### config.mk
export PLATFORM = sky130hd
export DESIGN_NAME = linear_scan_register_allocator_flat
export DESIGN_NICKNAME = d
export VERILOG_FILES = /design/src/rtl/core/lsra_pkg.sv /design/src/rtl/core/lsra_if.sv /design/src/rtl/core/linear_scan_register_allocator.sv /design/src/rtl/core/lsra_ram.sv /design/src/rtl/core/lsra_free_stack.sv /design/src/rtl/core/lsra_out_queue.sv /design/src/flat_wrapper.sv
export VERILOG_INCLUDE_DIRS = /design/src /design/src/rtl/core
export SDC_FILE = /design/constraint.sdc
export NUM_CORES = 2
export LEC_CHECK = 0
export ABC_AREA = 0
export ABC_CLOCK_PERIOD_IN_PS = 19700
export BUFFER_PORTS_ARGS = -buffer_cell sky130_fd_sc_hd__buf_2
export CAP_MARGIN = 15
export CORE_MARGIN = 2
export CORE_UTILIZATION = 43
export DETAILED_ROUTE_END_ITERATION = 12
export GPL_TIMING_DRIVEN = 0
export PLACE_DENSITY = 0.69
export SLEW_MARGIN = 30
export SYNTH_ARGS = -nofsm -noshare
export SYNTH_HDL_FRONTEND = slang
export SYNTH_HIERARCHICAL = 1
export SYNTH_SLANG_ARGS = --single-unit
### constraint.sdc
create_clock -name clk -period 19.7 [get_ports clk]
set_clock_uncertainty 0.15 [all_clocks]
set_input_delay 0.985 -clock clk [delete_from_list [all_inputs] [get_ports clk]]
set_output_delay 0.985 -clock clk [all_outputs]
set_load 0.01 [all_outputs]
### src/rtl/core/linear_scan_register_allocator_defines.svh
// Assertion macros for the linear scan register allocator.
// Included by the modules that carry concurrent checks; depends on nothing.
`ifndef LINEAR_SCAN_REGISTER_ALLOCATOR_DEFINES_SVH
`define LINEAR_SCAN_REGISTER_ALLOCATOR_DEFINES_SVH

`ifndef SYNTHESIS
`define LSRA_ASSERT_IMPL(label, ck, rn, cond, prop) \
  label: assert property (@(posedge ck) disable iff (!rn) (cond) |-> (prop)) \
    else $error("lsra: check failed");
`define LSRA_ASSERT_NEXT(label, ck, rn, cond, prop) \
  label: assert property (@(posedge ck) disable iff (!rn) (cond) |=> (prop)) \
    else $error("lsra: check failed");
`else
`define LSRA_ASSERT_IMPL(label, ck, rn, cond, prop)
`define LSRA_ASSERT_NEXT(label, ck, rn, cond, prop)
`endif

`endif

### src/rtl/core/lsra_pkg.sv
// Shared types, widths and helpers of the linear scan register allocator.
// Used by the interfaces and by every module of the block but lsra_ram; depends on nothing.
package lsra_pkg;

  localparam int MAX_REGS   = 16;
  localparam int IDX_W      = (MAX_REGS > 1) ? $clog2(MAX_REGS) : 1;
  localparam int CNT_W      = $clog2(MAX_REGS + 1);
  localparam int RING_DEPTH = 1 << IDX_W;

  localparam int NUMREGS_W = 5;
  localparam int POS_W     = 16;
  localparam int TAG_W     = 16;
  localparam int SIZE_W    = 7;
  localparam int REG_W     = 4;
  localparam int OFF_W     = 16;

  typedef struct packed {
    logic [POS_W-1:0]  end_pos;
    logic [REG_W-1:0]  reg_num;
    logic [TAG_W-1:0]  tag;
    logic [SIZE_W-1:0] size;
  } act_entry_t;

  localparam int ENTRY_W = $bits(act_entry_t);

  typedef struct packed {
    logic [TAG_W-1:0] result_tag;
    logic             spilled;
    logic [REG_W-1:0] reg_index;
    logic [OFF_W-1:0] stack_offset;
    logic             stack_overflow;
    logic             last;
  } res_t;

  // Commands from the sequencer to the free register stack.
  typedef struct packed {
    logic             refill;
    logic [CNT_W-1:0] refill_k;
    logic             push;
    logic [REG_W-1:0] push_reg;
    logic             pop;
  } fs_ctl_t;

  // Register count clamped to 1..MAX_REGS.
  function automatic logic [CNT_W-1:0] eff_regs(input logic [NUMREGS_W-1:0] n);
    logic [CNT_W-1:0] k;
    if (n == '0) begin
      k = CNT_W'(1);
    end else if (int'(n) > MAX_REGS) begin
      k = CNT_W'(MAX_REGS);
    end else begin
      k = CNT_W'(n);
    end
    return k;
  endfunction

endpackage

### src/rtl/core/lsra_if.sv
// Valid/ready channel interfaces of the allocator: interval input and result output.
// Depend on lsra_pkg for the field widths.
interface lsra_in_if;
  import lsra_pkg::*;

  logic              valid;
  logic              ready;
  logic              start_run;
  logic              clear_stack;
  logic [TAG_W-1:0]  interval_tag;
  logic [POS_W-1:0]  live_begin;
  logic [POS_W-1:0]  live_end;
  logic [SIZE_W-1:0] spill_bytes;

  modport source (output valid, start_run, clear_stack, interval_tag, live_begin,
                  live_end, spill_bytes, input ready);
  modport sink   (input valid, start_run, clear_stack, interval_tag, live_begin,
                  live_end, spill_bytes, output ready);
endinterface

interface lsra_out_if;
  import lsra_pkg::*;

  logic             valid;
  logic             ready;
  logic [TAG_W-1:0] result_tag;
  logic             spilled;
  logic [REG_W-1:0] reg_index;
  logic [OFF_W-1:0] stack_offset;
  logic             stack_overflow;
  logic             last;

  modport source (output valid, result_tag, spilled, reg_index, stack_offset,
                  stack_overflow, last, input ready);
  modport sink   (input valid, result_tag, spilled, reg_index, stack_offset,
                  stack_overflow, last, output ready);
endinterface

### src/rtl/core/linear_scan_register_allocator.sv
// Top level of the linear scan register allocator: sequencer, shared compare unit,
// spill slot allocator. Depends on lsra_pkg, lsra_if, lsra_ram, lsra_free_stack,
// lsra_out_queue and the assertion macro header.
//
// Channel  Role    Handshake    Fields
// in_ch    sink    valid/ready  start_run clear_stack interval_tag live_begin live_end spill_bytes
// out_ch   source  valid/ready  result_tag spilled reg_index stack_offset stack_overflow last
// cfg      write   cfg_we       cfg_wdata (num_regs)
//
// From acceptance the sequencer reads the list head, retires the entries that end before
// the new begin, then takes a free register, evicts the latest-ending entry or spills the
// item itself; a taken register goes in by sorted insertion, which moves later-ending
// entries up. The active list RAM has one read port, walked an entry a cycle. in_ready
// is high whenever the sequencer is idle, as it is out of reset. The final state waits
// while the two-item result queue lacks room for the results.
`include "linear_scan_register_allocator_defines.svh"

module linear_scan_register_allocator (
  input  logic                             clk,
  input  logic                             rst_n,
  lsra_in_if.sink                          in_ch,
  lsra_out_if.source                       out_ch,
  input  logic                             cfg_we,
  input  logic [lsra_pkg::NUMREGS_W-1:0]   cfg_wdata
);
  import lsra_pkg::*;

  typedef enum logic [7:0] {
    S_IDLE    = 8'b0000_0001,
    S_RET_RD  = 8'b0000_0010,
    S_RET_CHK = 8'b0000_0100,
    S_DECIDE  = 8'b0000_1000,
    S_EVT_CHK = 8'b0001_0000,
    S_INS_RD  = 8'b0010_0000,
    S_INS_CHK = 8'b0100_0000,
    S_EMIT    = 8'b1000_0000
  } state_t;

  state_t st_r, st_nxt;

  logic [NUMREGS_W-1:0] num_regs_r;
  logic [CNT_W-1:0]     k_eff;

  // Latched item.
  logic [TAG_W-1:0]  tag_r, tag_nxt;
  logic [POS_W-1:0]  beg_r, beg_nxt;
  logic [POS_W-1:0]  endp_r, endp_nxt;
  logic [SIZE_W-1:0] size_r, size_nxt;

  // Active list ring.
  logic [IDX_W-1:0] head_r, head_nxt;
  logic [CNT_W-1:0] act_cnt_r, act_cnt_nxt;
  logic [CNT_W-1:0] pos_r, pos_nxt;
  logic [REG_W-1:0] new_reg_r, new_reg_nxt;
  logic [IDX_W-1:0] slot_pos, slot_pm1, slot_pm2, slot_tail;

  logic             ram_we;
  logic [IDX_W-1:0] ram_waddr, ram_raddr;
  logic [ENTRY_W-1:0] ram_wdata, ram_rdata;
  act_entry_t       rd, new_ent;

  // Shared compare unit.
  logic [POS_W-1:0] cmp_b;
  logic             rd_lt, rd_gt;

  // Spill slot allocator.
  logic [OFF_W-1:0]  stack_top_r, stack_top_nxt;
  logic [SIZE_W-1:0] alloc_size;
  logic [OFF_W:0]    alloc_sum;
  logic              alloc_ovf;
  logic [OFF_W-1:0]  alloc_off, alloc_top;

  res_t       res_a_r, res_a_nxt, res_b_r, res_b_nxt;
  logic [1:0] res_n_r, res_n_nxt;
  logic [1:0] q_push_n, q_count;
  logic [2:0] q_need;

  fs_ctl_t          fs_ctl;
  logic [REG_W-1:0] fs_top;
  logic [CNT_W-1:0] fs_cnt;
  logic [CNT_W:0]   reg_budget;

  assign k_eff = eff_regs(num_regs_r);

  assign rd = act_entry_t'(ram_rdata);

  assign slot_pos  = head_r + pos_r[IDX_W-1:0];
  assign slot_pm1  = slot_pos - IDX_W'(1);
  assign slot_pm2  = slot_pos - IDX_W'(2);
  assign slot_tail = head_r + act_cnt_r[IDX_W-1:0] - IDX_W'(1);

  always_comb begin
    new_ent.end_pos = endp_r;
    new_ent.reg_num = new_reg_r;
    new_ent.tag     = tag_r;
    new_ent.size    = size_r;
  end

  // Retirement asks "ends before the new begin", eviction and insertion ask
  // "ends after the new end"; one shared compare unit serves all three.
  assign cmp_b = (st_r == S_RET_CHK) ? beg_r : endp_r;
  assign rd_lt = (rd.end_pos < cmp_b);
  assign rd_gt = (rd.end_pos > cmp_b);

  assign alloc_size = (st_r == S_EVT_CHK && rd_gt) ? rd.size : size_r;
  assign alloc_sum  = {1'b0, stack_top_r} + (OFF_W + 1)'(alloc_size);
  assign alloc_ovf  = alloc_sum[OFF_W];
  assign alloc_off  = alloc_ovf ? '1 : stack_top_r;
  assign alloc_top  = alloc_ovf ? '1 : alloc_sum[OFF_W-1:0];

  assign q_need = {1'b0, q_count} + {1'b0, res_n_r};

  assign in_ch.ready = (st_r == S_IDLE);

  always_comb begin
    st_nxt        = st_r;
    tag_nxt       = tag_r;
    beg_nxt       = beg_r;
    endp_nxt      = endp_r;
    size_nxt      = size_r;
    head_nxt      = head_r;
    act_cnt_nxt   = act_cnt_r;
    pos_nxt       = pos_r;
    new_reg_nxt   = new_reg_r;
    stack_top_nxt = stack_top_r;
    res_a_nxt     = res_a_r;
    res_b_nxt     = res_b_r;
    res_n_nxt     = res_n_r;
    ram_we        = 1'b0;
    ram_waddr     = slot_pos;
    ram_wdata     = new_ent;
    ram_raddr     = head_r;
    q_push_n      = 2'd0;
    fs_ctl          = '0;
    fs_ctl.refill_k = k_eff;
    fs_ctl.push_reg = rd.reg_num;

    unique case (st_r)
      S_IDLE: begin
        if (in_ch.valid) begin
          tag_nxt  = in_ch.interval_tag;
          beg_nxt  = in_ch.live_begin;
          endp_nxt = in_ch.live_end;
          size_nxt = in_ch.spill_bytes;
          if (in_ch.start_run) begin
            act_cnt_nxt   = '0;
            fs_ctl.refill = 1'b1;
          end
          if (in_ch.clear_stack) begin
            stack_top_nxt = '0;
          end
          st_nxt = S_RET_RD;
        end
      end

      S_RET_RD: begin
        ram_raddr = head_r;
        st_nxt    = (act_cnt_r == '0) ? S_DECIDE : S_RET_CHK;
      end

      S_RET_CHK: begin
        if (rd_lt) begin
          fs_ctl.push = 1'b1;
          head_nxt    = head_r + IDX_W'(1);
          act_cnt_nxt = act_cnt_r - CNT_W'(1);
          ram_raddr   = head_r + IDX_W'(1);
          st_nxt      = (act_cnt_r > CNT_W'(1)) ? S_RET_CHK : S_DECIDE;
        end else begin
          st_nxt = S_DECIDE;
        end
      end

      S_DECIDE: begin
        if (act_cnt_r < k_eff && fs_cnt != '0 && act_cnt_r < CNT_W'(MAX_REGS)) begin
          fs_ctl.pop               = 1'b1;
          new_reg_nxt              = fs_top;
          pos_nxt                  = act_cnt_r;
          res_a_nxt.result_tag     = tag_r;
          res_a_nxt.spilled        = 1'b0;
          res_a_nxt.reg_index      = fs_top;
          res_a_nxt.stack_offset   = '0;
          res_a_nxt.stack_overflow = 1'b0;
          res_a_nxt.last           = 1'b1;
          res_n_nxt                = 2'd1;
          st_nxt                   = S_INS_RD;
        end else if (act_cnt_r != '0) begin
          ram_raddr = slot_tail;
          st_nxt    = S_EVT_CHK;
        end else begin
          stack_top_nxt            = alloc_top;
          res_a_nxt.result_tag     = tag_r;
          res_a_nxt.spilled        = 1'b1;
          res_a_nxt.reg_index      = '0;
          res_a_nxt.stack_offset   = alloc_off;
          res_a_nxt.stack_overflow = alloc_ovf;
          res_a_nxt.last           = 1'b1;
          res_n_nxt                = 2'd1;
          st_nxt                   = S_EMIT;
        end
      end

      S_EVT_CHK: begin
        stack_top_nxt = alloc_top;
        if (rd_gt) begin
          // The latest-ending entry gives up its register and goes to the stack.
          res_a_nxt.result_tag     = rd.tag;
          res_a_nxt.spilled        = 1'b1;
          res_a_nxt.reg_index      = '0;
          res_a_nxt.stack_offset   = alloc_off;
          res_a_nxt.stack_overflow = alloc_ovf;
          res_a_nxt.last           = 1'b0;
          res_b_nxt.result_tag     = tag_r;
          res_b_nxt.spilled        = 1'b0;
          res_b_nxt.reg_index      = rd.reg_num;
          res_b_nxt.stack_offset   = '0;
          res_b_nxt.stack_overflow = 1'b0;
          res_b_nxt.last           = 1'b1;
          res_n_nxt                = 2'd2;
          new_reg_nxt              = rd.reg_num;
          act_cnt_nxt              = act_cnt_r - CNT_W'(1);
          pos_nxt                  = act_cnt_r - CNT_W'(1);
          st_nxt                   = S_INS_RD;
        end else begin
          res_a_nxt.result_tag     = tag_r;
          res_a_nxt.spilled        = 1'b1;
          res_a_nxt.reg_index      = '0;
          res_a_nxt.stack_offset   = alloc_off;
          res_a_nxt.stack_overflow = alloc_ovf;
          res_a_nxt.last           = 1'b1;
          res_n_nxt                = 2'd1;
          st_nxt                   = S_EMIT;
        end
      end

      S_INS_RD: begin
        if (pos_r == '0) begin
          ram_we      = 1'b1;
          ram_waddr   = slot_pos;
          ram_wdata   = new_ent;
          act_cnt_nxt = act_cnt_r + CNT_W'(1);
          st_nxt      = S_EMIT;
        end else begin
          ram_raddr = slot_pm1;
          st_nxt    = S_INS_CHK;
        end
      end

      S_INS_CHK: begin
        if (rd_gt) begin
          // Move the later-ending entry up one place and look at the next one down.
          ram_we    = 1'b1;
          ram_waddr = slot_pos;
          ram_wdata = rd;
          ram_raddr = slot_pm2;
          pos_nxt   = pos_r - CNT_W'(1);
          st_nxt    = (pos_r > CNT_W'(1)) ? S_INS_CHK : S_INS_RD;
        end else begin
          ram_we      = 1'b1;
          ram_waddr   = slot_pos;
          ram_wdata   = new_ent;
          act_cnt_nxt = act_cnt_r + CNT_W'(1);
          st_nxt      = S_EMIT;
        end
      end

      S_EMIT: begin
        if (q_need <= 3'd2) begin
          q_push_n = res_n_r;
          st_nxt   = S_IDLE;
        end
      end

      default: begin
        st_nxt = S_IDLE;
      end
    endcase
  end

  always_ff @(posedge clk) begin
    if (!rst_n) begin
      st_r        <= S_IDLE;
      num_regs_r  <= NUMREGS_W'(MAX_REGS);
      head_r      <= '0;
      act_cnt_r   <= '0;
      stack_top_r <= '0;
      res_n_r     <= 2'd0;
    end else begin
      st_r        <= st_nxt;
      num_regs_r  <= cfg_we ? cfg_wdata : num_regs_r;
      head_r      <= head_nxt;
      act_cnt_r   <= act_cnt_nxt;
      stack_top_r <= stack_top_nxt;
      res_n_r     <= res_n_nxt;
    end
  end

  always_ff @(posedge clk) begin
    tag_r     <= tag_nxt;
    beg_r     <= beg_nxt;
    endp_r    <= endp_nxt;
    size_r    <= size_nxt;
    pos_r     <= pos_nxt;
    new_reg_r <= new_reg_nxt;
    res_a_r   <= res_a_nxt;
    res_b_r   <= res_b_nxt;
  end

  lsra_ram #(
    .WIDTH (ENTRY_W),
    .DEPTH (RING_DEPTH)
  ) u_act_ram (
    .clk   (clk),
    .we    (ram_we),
    .waddr (ram_waddr),
    .wdata (ram_wdata),
    .raddr (ram_raddr),
    .rdata (ram_rdata)
  );

  lsra_free_stack u_free_stack (
    .clk     (clk),
    .rst_n   (rst_n),
    .ctl     (fs_ctl),
    .top_reg (fs_top),
    .count   (fs_cnt)
  );

  lsra_out_queue u_out_queue (
    .clk     (clk),
    .rst_n   (rst_n),
    .push_n  (q_push_n),
    .push_a  (res_a_r),
    .push_b  (res_b_r),
    .q_count (q_count),
    .out_ch  (out_ch)
  );

  // Registers are conserved: free plus active never exceeds the class size.
  assign reg_budget = {1'b0, fs_cnt} + {1'b0, act_cnt_r};

  `LSRA_ASSERT_IMPL(a_reg_budget, clk, rst_n, st_r == S_IDLE, reg_budget <= (CNT_W + 1)'(MAX_REGS))
  `LSRA_ASSERT_IMPL(a_act_bound, clk, rst_n, 1'b1, act_cnt_r <= CNT_W'(MAX_REGS))
  `LSRA_ASSERT_NEXT(a_accept_walk, clk, rst_n, in_ch.valid && in_ch.ready, st_r == S_RET_RD)

endmodule

### src/rtl/core/lsra_ram.sv
// Generic single-write, single-read RAM with a registered read port.
// Holds the active interval ring; depends on nothing.
module lsra_ram #(
  parameter int WIDTH = 8,
  parameter int DEPTH = 16,
  localparam int AW   = (DEPTH > 1) ? $clog2(DEPTH) : 1
) (
  input  logic             clk,
  input  logic             we,
  input  logic [AW-1:0]    waddr,
  input  logic [WIDTH-1:0] wdata,
  input  logic [AW-1:0]    raddr,
  output logic [WIDTH-1:0] rdata
);

  logic [WIDTH-1:0] mem [DEPTH];
  logic [WIDTH-1:0] rdata_r;

  always_ff @(posedge clk) begin
    if (we) begin
      mem[waddr] <= wdata;
    end
    rdata_r <= mem[raddr];
  end

  assign rdata = rdata_r;

endmodule

### src/rtl/core/lsra_free_stack.sv
// LIFO of free physical registers, refilled in descending order.
// Depends on lsra_pkg for the command struct and widths.
module lsra_free_stack (
  input  logic                    clk,
  input  logic                    rst_n,
  input  lsra_pkg::fs_ctl_t       ctl,
  output logic [lsra_pkg::REG_W-1:0] top_reg,
  output logic [lsra_pkg::CNT_W-1:0] count
);
  import lsra_pkg::*;

  logic [REG_W-1:0] stk_r   [MAX_REGS];
  logic [REG_W-1:0] stk_nxt [MAX_REGS];
  logic [CNT_W-1:0] cnt_r, cnt_nxt;
  logic [IDX_W-1:0] top_idx;

  always_comb begin
    stk_nxt = stk_r;
    cnt_nxt = cnt_r;
    if (ctl.refill) begin
      // Register zero ends up on top.
      for (int i = 0; i < MAX_REGS; i++) begin
        if (i < int'(ctl.refill_k)) begin
          stk_nxt[i] = REG_W'(int'(ctl.refill_k) - 1 - i);
        end
      end
      cnt_nxt = ctl.refill_k;
    end else if (ctl.push) begin
      if (cnt_r < CNT_W'(MAX_REGS)) begin
        stk_nxt[cnt_r[IDX_W-1:0]] = ctl.push_reg;
        cnt_nxt = cnt_r + CNT_W'(1);
      end
    end else if (ctl.pop) begin
      cnt_nxt = cnt_r - CNT_W'(1);
    end
  end

  always_ff @(posedge clk) begin
    if (!rst_n) begin
      for (int i = 0; i < MAX_REGS; i++) begin
        stk_r[i] <= REG_W'(MAX_REGS - 1 - i);
      end
      cnt_r <= CNT_W'(MAX_REGS);
    end else begin
      stk_r <= stk_nxt;
      cnt_r <= cnt_nxt;
    end
  end

  assign top_idx = IDX_W'(cnt_r - CNT_W'(1));
  assign top_reg = stk_r[top_idx];
  assign count   = cnt_r;

endmodule

### src/rtl/core/lsra_out_queue.sv
// Two-item result queue that drives the output channel.
// Depends on lsra_pkg, lsra_if and the assertion macro header.
`include "linear_scan_register_allocator_defines.svh"

module lsra_out_queue (
  input  logic               clk,
  input  logic               rst_n,
  input  logic [1:0]         push_n,
  input  lsra_pkg::res_t     push_a,
  input  lsra_pkg::res_t     push_b,
  output logic [1:0]         q_count,
  lsra_out_if.source         out_ch
);
  import lsra_pkg::*;

  res_t       q_r   [2];
  res_t       q_nxt [2];
  logic [1:0] q_cnt_r, q_cnt_nxt;
  logic [1:0] c_after_pop;
  logic [2:0] fill_after;
  logic       pop;

  assign pop         = out_ch.valid && out_ch.ready;
  assign c_after_pop = q_cnt_r - {1'b0, pop};
  assign fill_after  = {1'b0, c_after_pop} + {1'b0, push_n};

  always_comb begin
    q_nxt[0] = pop ? q_r[1] : q_r[0];
    q_nxt[1] = q_r[1];
    if (push_n != 2'd0) begin
      if (c_after_pop == 2'd0) begin
        q_nxt[0] = push_a;
        if (push_n == 2'd2) begin
          q_nxt[1] = push_b;
        end
      end else begin
        q_nxt[1] = push_a;
      end
    end
    q_cnt_nxt = fill_after[1:0];
  end

  always_ff @(posedge clk) begin
    if (!rst_n) begin
      q_cnt_r <= 2'd0;
    end else begin
      q_cnt_r <= q_cnt_nxt;
    end
  end

  always_ff @(posedge clk) begin
    q_r <= q_nxt;
  end

  assign q_count               = q_cnt_r;
  assign out_ch.valid          = (q_cnt_r != 2'd0);
  assign out_ch.result_tag     = q_r[0].result_tag;
  assign out_ch.spilled        = q_r[0].spilled;
  assign out_ch.reg_index      = q_r[0].reg_index;
  assign out_ch.stack_offset   = q_r[0].stack_offset;
  assign out_ch.stack_overflow = q_r[0].stack_overflow;
  assign out_ch.last           = q_r[0].last;

  // The sequencer must only hand over results when there is room for all of them.
  `LSRA_ASSERT_IMPL(a_q_no_overflow, clk, rst_n, push_n != 2'd0, fill_after <= 3'd2)
  // An eviction pair is the spill of the old entry followed by the closing result.
  `LSRA_ASSERT_IMPL(a_q_pair_order, clk, rst_n, push_n == 2'd2, !push_a.last && push_b.last)
  // A waiting result is not withdrawn.
  `LSRA_ASSERT_NEXT(a_q_hold, clk, rst_n, out_ch.valid && !out_ch.ready, out_ch.valid)

endmodule

### src/flat_wrapper.sv
// flat-port wrapper written by rule: the top's interface ports become plain ports
module linear_scan_register_allocator_flat import lsra_pkg::*;
  (clk, rst_n, cfg_we, cfg_wdata, in_ch_valid, in_ch_start_run, in_ch_clear_stack, in_ch_interval_tag, in_ch_live_begin, in_ch_live_end, in_ch_spill_bytes, in_ch_ready, out_ch_valid, out_ch_result_tag, out_ch_spilled, out_ch_reg_index, out_ch_stack_offset, out_ch_stack_overflow, out_ch_last, out_ch_ready);
  lsra_in_if in_ch_i ();
  lsra_out_if out_ch_i ();
  input  logic clk;
  input  logic rst_n;
  input  logic cfg_we;
  input  logic [lsra_pkg::NUMREGS_W-1:0] cfg_wdata;
  input wire logic [$bits(in_ch_i.valid)-1:0] in_ch_valid;
  input wire logic [$bits(in_ch_i.start_run)-1:0] in_ch_start_run;
  input wire logic [$bits(in_ch_i.clear_stack)-1:0] in_ch_clear_stack;
  input wire logic [$bits(in_ch_i.interval_tag)-1:0] in_ch_interval_tag;
  input wire logic [$bits(in_ch_i.live_begin)-1:0] in_ch_live_begin;
  input wire logic [$bits(in_ch_i.live_end)-1:0] in_ch_live_end;
  input wire logic [$bits(in_ch_i.spill_bytes)-1:0] in_ch_spill_bytes;
  output wire logic [$bits(in_ch_i.ready)-1:0] in_ch_ready;
  output wire logic [$bits(out_ch_i.valid)-1:0] out_ch_valid;
  output wire logic [$bits(out_ch_i.result_tag)-1:0] out_ch_result_tag;
  output wire logic [$bits(out_ch_i.spilled)-1:0] out_ch_spilled;
  output wire logic [$bits(out_ch_i.reg_index)-1:0] out_ch_reg_index;
  output wire logic [$bits(out_ch_i.stack_offset)-1:0] out_ch_stack_offset;
  output wire logic [$bits(out_ch_i.stack_overflow)-1:0] out_ch_stack_overflow;
  output wire logic [$bits(out_ch_i.last)-1:0] out_ch_last;
  input wire logic [$bits(out_ch_i.ready)-1:0] out_ch_ready;
  assign in_ch_i.valid = in_ch_valid;
  assign in_ch_i.start_run = in_ch_start_run;
  assign in_ch_i.clear_stack = in_ch_clear_stack;
  assign in_ch_i.interval_tag = in_ch_interval_tag;
  assign in_ch_i.live_begin = in_ch_live_begin;
  assign in_ch_i.live_end = in_ch_live_end;
  assign in_ch_i.spill_bytes = in_ch_spill_bytes;
  assign in_ch_ready = in_ch_i.ready;
  assign out_ch_valid = out_ch_i.valid;
  assign out_ch_result_tag = out_ch_i.result_tag;
  assign out_ch_spilled = out_ch_i.spilled;
  assign out_ch_reg_index = out_ch_i.reg_index;
  assign out_ch_stack_offset = out_ch_i.stack_offset;
  assign out_ch_stack_overflow = out_ch_i.stack_overflow;
  assign out_ch_last = out_ch_i.last;
  assign out_ch_i.ready = out_ch_ready;
  linear_scan_register_allocator u_core (.clk(clk), .rst_n(rst_n), .in_ch(in_ch_i), .out_ch(out_ch_i), .cfg_we(cfg_we), .cfg_wdata(cfg_wdata));
endmodule
==> qor.txt <==
outcome - finished clean
Yosys cell types - 100
GR Util met2 - 36.4%
leak pwr - 17.6 nW
Yosys warning total - 6
total track usage - 22.2%
Cells after Synth - 2,985
DRT iter0 DRCs - 2,873
Final Cell Area - 51,000 µm²
first-pass GRT wire length - 172 mm
# H-tree levels - 3
met3 GRT Util - 3.49%
worst hold slack - 0.302 ns
mapped cell area - 43,700 µm²
DRT Pass-1 Iters - 5
die area - 104,000 µm²
Post-synth EDFFs - 850
CTS clk-pin slew, worst paths - 0.06 ns
Most Crowded Layer GR - met2
Setup Viol. Count Final - 0
power per cell area - 97.2 nW/µm²
max-slew violation count - 0
antenna violations before repair - 0
Setup crit end kind - register
Slew HR - 34.3%
CTS tree - built
Port Buf Inserts - 106
vias - 27,100
io pins - 108
RSZ-0062 raised after global routing - false
critical path class - reg -> reg
share of cells above drive strength 1 - 21.2%
Mean Syn Cell Area - 14.6 µm²
top_reg_cell synth - edfxtp_1
Max Cap Viol - 0
Post-DP Area - 47,400 µm²
Worst-Skew Late Latency - 0.68 ns
Yosys reg bits - 1,043
Worst Setup Start Kind - register
CP max FO - 10
global route total overflow - 0
core area - 100,000 µm²
RD Place Congestion - 0.968
fin crit period - 7.87 ns
M1 GR Usage - 30.5%
FF-to-FF Start - u_core/st_r[5]
Slew @ Worst Pin - 0.986 ns
final period utilization - 40.0%
Avg Vias per Cell - 5.73
site row count - 116
Clock Tree Buf Depth - 3
Post-DP HPWL - 79.6 mm
CTS buffer count - 106
Setup TNS Final - 0 ns
post-route DRC violation count - 0
post-place setup slack - 11.85 ns
Routed wire per std cell - 24.4 µm
largest net degree at the start of global routing - 35
ys async rst share - 0%
ANT nets after route - 0
die width - 323 µm
Req. time, crit path - 20.15 ns
Final Power - 4.95 mW
WP data arrival - 8.32 ns
maximum clock frequency - 0.127 GHz
Resized cells post-CTS - 0
hold path start - u_core/u_free_stack/stk_r[23]
HP Class - reg -> reg
vias in the first global route - 26,700
clock root cell - clkbuf_16
WL final - 115 mm
# nets final - 3,419
Area Growth Syn to Fin - 16.7%
hold violation count in the final report - 0
Initial Utilization - 43.5%
hold_buf cts - 0
post-route setup slack - 11.83 ns
post-synthesis sequential area ratio - 67.3%
DIE HEIGHT - 323 µm
Setup Buffers After CTS - 0
Worst setup startpoint - u_core/st_r[5]
VDD IR max - 0.0716 mV
Sink Count - 1,043
## layout make-up
class,instances,area [µm²]
sequential,1043,29400
multi-input combinational,1700,13200
tap,1357,1700
clock inverter,57,686
inverter,51,194
timing repair buffer,179,1800
antenna,1,2.50
buffer,208,1140
clock buffer,141,2890
fill,8278,49500
## metrics by stage
stage | cells | utilization, %
6_report | 4737 | 50.7
3_3_place_gp | 4465 | 45.8
3_5_place_dp | 4538 | 47.2
2_1_floorplan | 3002 | -
5_1_grt | 4736 | 50.7
4_1_cts | 4736 | 50.7
## cells in the final DEF, fill, tap and decap left out, drive strengths merged, types with 16 or more instances in the layout
master / Yosys / final
clkinv: 0 / 34
a31oi: 68 / 68
mux2i: 38 / 38
o211ai: 16 / 16
buf: 124 / 303
nor2: 109 / 109
ha: 59 / 59
dfxtp: 193 / 193
nand2b: 17 / 17
nor2b: 19 / 19
o21ai: 73 / 73
a21oi: 71 / 71
edfxtp: 850 / 850
nand2: 541 / 541
a211oi: 20 / 20
xnor2: 19 / 19
mux4: 180 / 180
inv: 51 / 56
a22oi: 89 / 89
clkbuf: 84 / 225
nor3: 78 / 78
conb: 2 / 19
and2: 26 / 26
nand3: 42 / 42
## cell families after synthesis
logic type / after synthesis / share of synthesized area, %
AO/OA/AOI/OAI: 464 / 7.59
XOR/XNOR: 32 / 0.750
adder cells (fa/ha/maj): 63 / 1.87
buffers and inverters: 259 / 3.04
flip-flops: 1043 / 67.3
multiplexers: 220 / 10.2
other: 2 / 0.0172
AND/OR/NAND/NOR: 902 / 9.27
## sequential cells by signal, indices dropped and copies added (netlist names), 5 cells and up
| register | cells |
|---|---|
| u_core/res_b_r | 20 |
| u_core/stack_top_r | 16 |
| u_core/beg_r | 16 |
| u_core/u_free_stack/stk_r | 64 |
| u_core/res_a_r | 39 |
| u_core/u_act_ram/mem | 688 |
| u_core/u_out_queue/out_ch.result_tag | 16 |
| u_core/size_r | 7 |
| u_core/num_regs_r | 5 |
| u_core/u_out_queue/q_r | 39 |
| u_core/endp_r | 16 |
| u_core/act_cnt_r | 5 |
| u_core/u_free_stack/count | 5 |
| u_core/u_out_queue/out_ch.stack_offset | 16 |
| u_core/u_act_ram/rdata | 43 |
| u_core/tag_r | 16 |
| u_core/pos_r | 5 |
| u_core/st_r | 8 |
## critical path, stage by stage (launching register included)
cell and delay, ns:
dfxtp_1 0.37, nor4_4 0.45, and3_1 0.23, buf_4 0.26
buf_1 0.69, mux2i_1 0.47, ha_1 0.31, nand2_1 0.17
nor3_2 0.08, a2111oi_2 0.81, a311o_1 0.30, buf_6 0.20
clkbuf_1 0.62, nand2_1 0.13, nand2_1 0.18, ha_1 0.22
inv_1 0.06, fa_1 0.40, nor2b_1 0.17, o31a_1 0.23
o21ba_2 0.25, nor2b_1 0.32, clkbuf_1 0.38, o21ai_0 0.15
a21oi_1 0.17
## cells in the mapped netlist (all sizes together) (6+ instances only)
cell type	number	area, µm²
a21oi	71	359
dfxtp	193	3860
buf	124	821
edfxtp	850	25500
nand2	541	2050
a21o	11	82.6
nand4	8	65.1
o221ai	7	67.6
mux2i	38	380
o21ai	73	373
ha	59	738
nor2	109	409
or2	6	37.5
o211ai	16	120
o22ai	12	81.3
xor2	12	113
a22oi	89	668
nand3	42	210
nor4	13	133
nor2b	19	119
xnor2	19	193
o32a	6	60.1
inv	51	191
a31oi	68	488
and2	26	163
nand2b	17	106
nor3	78	400
mux4	180	4050
o21a	10	75.1
and3	10	62.6
a32o	8	80.1
clkbuf	84	315
a211oi	20	163
## metal layers
layer,wire length [µm],share of wire (%)
met1,47100,41
met2,55200,48
met3,9420,8.2
met4,3710,3.2
met5,0,0
## path summary, 6_finish.rpt
kind,endpoint,slack [ns],depth (start not counted)
worst max register to register,u_core/stack_top_r[4],11.83,24
worst min register to register,u_core/u_free_stack/stk_r[23],0.30,2
worst max-delay path,u_core/stack_top_r[4],11.83,24
worst min-delay path,u_core/u_free_stack/stk_r[23],0.30,2
## power breakdown
group / switching (mW) / internal [mW] / total (mW)
combinational: 0.251 / 0.169 / 0.420
clock: 0.840 / 1.20 / 2.04
sequential: 0.0380 / 2.45 / 2.49
total: 1.13 / 3.82 / 4.95
Power figures use the tool's default switching activity.
